$ cat config.mk
export PLATFORM = sky130hd
export DESIGN_NAME = ict_ctrl
export DESIGN_NICKNAME = d
export VERILOG_FILES = /design/src/hw/rtl/ict_pkg.sv /design/src/hw/rtl/ict_ctrl.sv
export SDC_FILE = /design/constraint.sdc
export NUM_CORES = 1
export LEC_CHECK = 0
export BUFFER_PORTS_ARGS = -buffer_cell sky130_fd_sc_hd__buf_2
export CAP_MARGIN = 15
export CORE_MARGIN = 3
export CORE_UTILIZATION = 35
export CTS_CLUSTER_DIAMETER = 150
export DETAILED_ROUTE_END_ITERATION = 6
export SLEW_MARGIN = 15
export SYNTH_ARGS = -nofsm -noshare
export SYNTH_HDL_FRONTEND = slang
export SYNTH_SLANG_ARGS = --single-unit
$ cat constraint.sdc
create_clock -name i_clk -period 1.3 [get_ports i_clk]
set_input_delay 0.065 -clock i_clk [delete_from_list [all_inputs] [get_ports i_clk]]
set_output_delay 0.065 -clock i_clk [all_outputs]
set_load 0.1 [all_outputs]
$ cat src/hw/rtl/ict_pkg.sv
// Shared types, constants and tables of the complementary tilt filter.
`timescale 1ns / 1ps
`default_nettype none
package ict_pkg;

    localparam int ACC_FRAC     = 16;  // fractional bits of the CORDIC angle accumulator
    localparam int INPUT_SCALE  = 8;
    localparam int Z_W          = 26;  // CORDIC angle accumulator width
    localparam int XY_W         = 28;  // CORDIC vector width
    localparam int SQ_N_W       = 48;  // radicand width
    localparam int SQ_ROOT_W    = 24;
    localparam int SQ_REM_W     = 27;
    localparam int SQ_STEPS     = 24;
    localparam int DEN_W        = 36;  // sensitivity times one million
    localparam int MAG_W        = 31;  // |rate| times microseconds
    localparam int STEP_W       = 6;
    localparam int CFG_IDX_W    = 8;

    localparam logic [CFG_IDX_W-1:0] CFG_GYRO_SENS    = 8'd0;
    localparam logic [CFG_IDX_W-1:0] CFG_BLEND_WEIGHT = 8'd1;

    localparam logic [15:0] SENS_RESET   = 16'd131;
    localparam logic [15:0] WEIGHT_RESET = 16'd32113;
    localparam logic [15:0] WEIGHT_ONE   = 16'd32768;
    localparam logic [19:0] US_PER_S     = 20'd1000000;
    localparam logic signed [Z_W-1:0] HALF_TURN = 26'sd11796480;

    typedef struct packed {
        logic signed [15:0] accel_x;
        logic signed [15:0] accel_y;
        logic signed [15:0] accel_z;
        logic signed [15:0] gyro_x;
        logic signed [15:0] gyro_y;
        logic        [15:0] elapsed_us;
    } t_in_word;

    typedef struct packed {
        logic signed [15:0] roll_out;
        logic signed [15:0] pitch_out;
    } t_out_word;

    typedef enum logic [3:0] {
        S_IDLE,
        S_PREP,
        S_LOAD,
        S_RUN,
        S_PLOAD,
        S_PRUN,
        S_FIN,
        S_MUL,
        S_MIX
    } t_state;

    typedef struct packed {
        logic              take;
        logic              prep;
        logic              load;
        logic              run;
        logic              pload;
        logic              prun;
        logic              fin;
        logic              mul;
        logic              mix;
        logic [STEP_W-1:0] step;
    } t_dp_cmd;

    // atan(2^-i) in degrees, 16 fractional bits
    function automatic logic signed [Z_W-1:0] atan_entry(input logic [4:0] i);
        logic signed [Z_W-1:0] v;
        case (i)
            5'd0:    v = 26'sd2949120;
            5'd1:    v = 26'sd1740967;
            5'd2:    v = 26'sd919879;
            5'd3:    v = 26'sd466945;
            5'd4:    v = 26'sd234379;
            5'd5:    v = 26'sd117304;
            5'd6:    v = 26'sd58666;
            5'd7:    v = 26'sd29335;
            5'd8:    v = 26'sd14668;
            5'd9:    v = 26'sd7334;
            5'd10:   v = 26'sd3667;
            5'd11:   v = 26'sd1833;
            5'd12:   v = 26'sd917;
            5'd13:   v = 26'sd458;
            5'd14:   v = 26'sd229;
            5'd15:   v = 26'sd115;
            5'd16:   v = 26'sd57;
            5'd17:   v = 26'sd29;
            5'd18:   v = 26'sd14;
            5'd19:   v = 26'sd7;
            5'd20:   v = 26'sd4;
            5'd21:   v = 26'sd2;
            5'd22:   v = 26'sd1;
            default: v = 26'sd0;
        endcase
        return v;
    endfunction

endpackage
`default_nettype wire

$ cat src/hw/rtl/ict_ctrl.sv
// Sequencer of the tilt filter: steps the datapath through one sample.
`timescale 1ns / 1ps
`default_nettype none
module ict_ctrl #(
    parameter int CORDIC_ITERATIONS = 16,
    parameter int ANGLE_FRAC_BITS   = 7
) (
    input  wire logic             i_clk,
    input  wire logic             i_rst_n,
    input  wire logic             i_in_valid,
    input  wire logic             i_out_busy,
    output logic                  o_in_ready,
    output ict_pkg::t_dp_cmd      o_cmd
);
    import ict_pkg::*;

    localparam int NUM_W = 32 + ANGLE_FRAC_BITS;

    t_state            r_state, n_state;
    logic [STEP_W-1:0] r_cnt, n_cnt;

    always_ff @(posedge i_clk) begin
        if (!i_rst_n) begin
            r_state <= S_IDLE;
            r_cnt   <= '0;
        end else begin
            r_state <= n_state;
            r_cnt   <= n_cnt;
        end
    end

    always_comb begin
        n_state = r_state;
        n_cnt   = r_cnt;
        unique case (r_state)
            S_IDLE:  if (i_in_valid) n_state = S_PREP;
            S_PREP:  n_state = S_LOAD;
            S_LOAD: begin
                n_state = S_RUN;
                n_cnt   = '0;
            end
            S_RUN: begin
                n_cnt = r_cnt + 1'b1;
                if (r_cnt == STEP_W'(NUM_W - 1)) n_state = S_PLOAD;
            end
            S_PLOAD: begin
                n_state = S_PRUN;
                n_cnt   = '0;
            end
            S_PRUN: begin
                n_cnt = r_cnt + 1'b1;
                if (r_cnt == STEP_W'(CORDIC_ITERATIONS - 1)) n_state = S_FIN;
            end
            S_FIN:   n_state = S_MUL;
            S_MUL:   n_state = S_MIX;
            S_MIX:   if (!i_out_busy) n_state = S_IDLE;
            default: n_state = S_IDLE;
        endcase
    end

    always_comb begin
        o_in_ready  = 1'b0;
        o_cmd       = '0;
        o_cmd.step  = r_cnt;
        unique case (r_state)
            S_IDLE: begin
                o_in_ready = 1'b1;
                o_cmd.take = i_in_valid;
            end
            S_PREP:  o_cmd.prep  = 1'b1;
            S_LOAD:  o_cmd.load  = 1'b1;
            S_RUN:   o_cmd.run   = 1'b1;
            S_PLOAD: o_cmd.pload = 1'b1;
            S_PRUN:  o_cmd.prun  = 1'b1;
            S_FIN:   o_cmd.fin   = 1'b1;
            S_MUL:   o_cmd.mul   = 1'b1;
            S_MIX:   o_cmd.mix   = !i_out_busy;
            default: o_cmd       = '0;
        endcase
    end

endmodule
`default_nettype wire

# Word level (Yosys, flattened, before mapping)
# Cells that the tools add are included.
[classes] mux=17 n_addsub=1 n_eq_ne=14 n_reduce_logical=7
[ops] operator="4-bit case mux with 9 select lines" count=1
[ops] operator="4-bit by 3-bit == test with 1-bit output, second input constant" count=4
[ops] operator="4-bit 2-to-1 mux" count=4
[ops] operator="6-bit case mux with 2 select lines" count=1
[ops] operator="1-bit 2-to-1 mux" count=10
[ops] operator="9-bit OR reduction" count=1
[ops] operator="4-bit by 2-bit == test with 1-bit output, second input constant" count=2
[ops] operator="2-bit != test, second input constant" count=4
[ops] operator="6-bit by 1-bit adder with 6-bit output, second input constant" count=1
[ops] operator="6-bit by 4-bit == test with 1-bit output, second input constant" count=1
[ops] operator="6-bit == test, second input constant" count=1
[ops] operator="6-bit 2-to-1 mux" count=1
[ops] operator="4-bit by 1-bit == test with 1-bit output, second input constant" count=1
[ops] operator="4-bit == test, second input constant" count=1
[ops] operator="4-bit logical NOT" count=1
[ops] operator="4-bit AND reduction" count=1
[ops] operator="2-bit OR reduction" count=2
[ops] operator="2-bit nonzero test" count=1
[ops] operator="1-bit logical NOT" count=1
[word_totals] out_inout_bits=16 elab_cells=41 ff_bits=10

# Longest topological paths before layout
[depth] depth_word=3 depth_mapped=5 mapped_depth_nobuf=5

# Worst setup path after synthesis
# Ideal clock, no wire load.
[synth_timing] path_type="register to output" from="register r_state[2]" to="output port o_cmd[14] (netlist bit)" slack_ps=-3242 t_arrival_ps=4477 path_stages_with_launch=4 path_cell_list="dfxtp_1 clkbuf_1 nor4_1 and2_1"
[synth_lines] item="start: declaration" line_no="ict_ctrl.sv:19" text="t_state r_state, n_state;"
[synth_lines] item="start signal: assignment" line_no="ict_ctrl.sv:27" text="r_state <= n_state;"
[synth_lines] item="end: declaration" line_no="ict_ctrl.sv:13" text="output ict_pkg::t_dp_cmd o_cmd"

==> metrics.md <==
| Metric | Value |
|---|---|
| Status | `finished, violations left` |
| Failing checks | `negative setup slack` |
| Power Total | `approximately 1.2 mW` |
| Commonest non-fill, non-tap cells in the layout | `29 x buf_4, 18 x buf_12, 8 x nor2_1, 7 x dfxtp_2` |
| DRC viols | `0` |
| CP endpoint kind | `output port` |
| Critical Path Fanout Max | `5` |
| Post-Synth Simple-Gate Area | `45.42%` |
| Antenna violations before repair | `0` |
| Register area share after synthesis | `between 30% and 40%` |
| Synth Instances | `88` |
| Commonest non-fill, non-tap cell in the layout | `buf_4` |
| GRT overflow | `0` |
| TritonRoute pass-1 iters | `4` |
| Diode count | `0` |
| Top post-synthesis cells by area | `dfxtp_1 31%, nor2_1 6.9%, and2_1 6.7%, xnor2_1 5.3%, nand2_1 5.2%` |
| Main combinational cell family by area after synthesis | `simple AND/OR/NAND/NOR gates` |
| Net Count, Synth | `94` |
| GRT busiest layer | `met2` |
| Clk sinks | `10` |
| Final Setup Violations | `25` |
| Fillers | `33` |
| M1 GR Usage | `34.46%` |
| Final period util | `123.3%` |
| Clk_skew | `a little over 0.004 ns` |
| RSZ-0062 raised after global routing | `yes` |
| H-tree Lvls | `1` |
| Cell taking the most area after synthesis | `dfxtp_1` |
| Area grow syn2layout | `156.7%` |
| Finished Layout Cells | `170` |
| Mapped Area | `between 600 and 700 µm²` |
| CTS tree | `yes` |
| Startpoint types | `flip-flop` |
| Minimum clock period | `roughly 1.6 ns` |
| Routed len/inst | `around 23 µm` |
| PwrDens | `between 700 and 800 nW/µm²` |
| Distinct cells, synth | `29` |
| GPL Wtd Cong | `about 0.84` |
| Die height | `between 40 and 50 µm` |
| Final Max Slew Viols | `0` |
| Initial Utilization | `around 38%` |
| Adder-Cell Fraction of Synth Area | `3.817%` |
| Die area | `2429 µm²` |
| Antenna viol nets, final | `0` |
| WL final | `3942 µm` |
| Core area | `between 1500 and 2000 µm²` |
| Final net count | `152` |
| Final core occ | `approximately 96%` |
| Clk root buf | `clkbuf_4` |
| Placed Cells | `146` |
| GRT Total Usage | `27.34%` |
| Vias in the first global route | `between 900 and 1,000` |
| Register area | `216.5 µm²` |
| Area of the multi-input gates | `roughly 700 µm²` |
| Layout cells sized above 1 | `~74%` |
| MaxCap Viol Count | `0` |
| Max Fclk | `a little over 600 MHz` |
| Die X | `~49 µm` |
| Post-synth top area share | `between 30% and 40%` |
| Critical path type | `reg -> out` |
| Proportion of synthesized area in mux cells | `0%` |
| Slew HR | `around four fifths` |
| Met3 usage | `slightly above 3%` |
| Setup ws final | `-0.3029 ns` |
| Vias per cell | `just over 6` |
| Syn. warnings | `0` |
| Seq cells post-synth | `10` |
| Slew @ Worst Pin | `roughly 0.32 ns` |
| Arrival time at the worst endpoint | `~1.5 ns` |
| Final hold vios | `0` |
| Vias | `roughly 1,000` |
| Port bufs | `19` |
| Req. time, crit path | `1.24 ns` |
| TritonCTS Buffers | `3` |
| Syn avg cell area | `around 7.5 µm²` |
| DP HPWL | `1536 µm` |
| Cell Rows | `15` |
| Clk Latency, worst-skew pair | `roughly 0.29 ns` |
| XOR/XNOR share of the synthesized area | `under 10%` |
| 1st-iter DRT viols | `39` |
| Synth Area in Compound Gates | `between 10 and 15%` |
| GR Layer Usage met2 | `about half` |
| CTS clk-pin slew, worst paths | `0.09 ns` |
| Hold WC Path Type | `in -> reg` |
| R2r setup slk | `-0.20 ns` |
| I/O pins | `20` |
| Global-route wire length before repair | `roughly 5000 µm` |
| CTS Buffer Depth | `2` |
| Place WS | `-0.1253 ns` |
| Max IR drop VDD | `about 0.72 mV` |
| CTS Hold Bufs | `0` |
| Pin count of the biggest net entering global routing | `12` |
| Leakage power | `around 0.65 nW` |
## metrics by stage
step           TNS, ns  cell area, µm²  hold WS (ns)
2_1_floorplan   -5.432           770.7        0.1828
3_3_place_gp   -0.4114            1231        0.3691
6_report        -4.334            1683       0.07305
4_1_cts         -2.960            1587       0.07792
5_1_grt         -5.093            1683       0.06298
3_5_place_dp   -0.7294            1231        0.3776
## power by group
group | internal [mW] | switching (mW)
logic | 0.237 | 0.339
clock network | 0.171 | 0.147
registers | 0.315 | 0.0170
total | 0.723 | 0.503
## sequential cells by signal (all words and copies together) (netlist names)
register	cells
r_state	4
r_cnt	6
## critical path, stage by stage (launching register included)
cell	delay (ns)
dfxtp_2	0.35
or3_4	0.45
a21oi_2	0.24
buf_12	0.21
## cells in the mapped netlist
master	count
a21oi_1	3
or2_0	1
nand4b_1	3
nand3_1	1
or3b_1	1
clkbuf_1	5
o211ai_1	1
nor2_1	12
o32ai_1	1
and3_1	1
nand2b_1	5
nor4_1	2
nor3b_1	1
or3_1	1
nor4bb_1	1
and2_1	7
nor3_1	5
a31oi_1	1
ha_1	2
a211oi_1	1
xnor2_1	4
inv_1	1
nand2_1	9
o21ai_0	3
nor2b_1	2
dfxtp_1	10
o21a_1	1
nor4b_1	2
a21boi_1	1
## worst paths after layout
path / startpoint / to / cells past startpoint
max: r_state[0] / o_cmd[0] / 3
max reg2reg: r_state[2] / r_state[0] / 7
min reg2reg: r_cnt[1] / r_cnt[1] / 3
min: i_rst_n / r_state[3] / 2
## layout make-up
class                   count  share of cell area, %
multi-input cells          72                  41.86
flip-flops and latches     10                  12.86
clock buffers               4                  2.156
inverters                   1                 0.2230
repair buffers             58                  41.04
well taps                  25                  1.859
## logic make-up (layout without fill, tap and decap cells)
logic type      count (synthesis)  count (layout)
xor+xnor                        4               4
fa+ha+maj                       2               2
simple gates                   54              54
compound gates                 12              12
flops                          10              10
buf+inv                         6              63
## routing by layer
metal,wire [µm],part of all wire (%),up-vias
met1,1483,38,511
met2,1953,50,76
met3,241,6.1,30
met5,0,0,-
li1,-,-,418
met4,263,6.7,0
## timing repair
item,in CTS,in global routing
setup buffers,16,5
pin swaps,19,8
resized for setup,44,19
setup endpoints to repair,20,25
endpoints found under the hold margin,0,0
No activity file was read; power rests on OpenSTA's default activity.
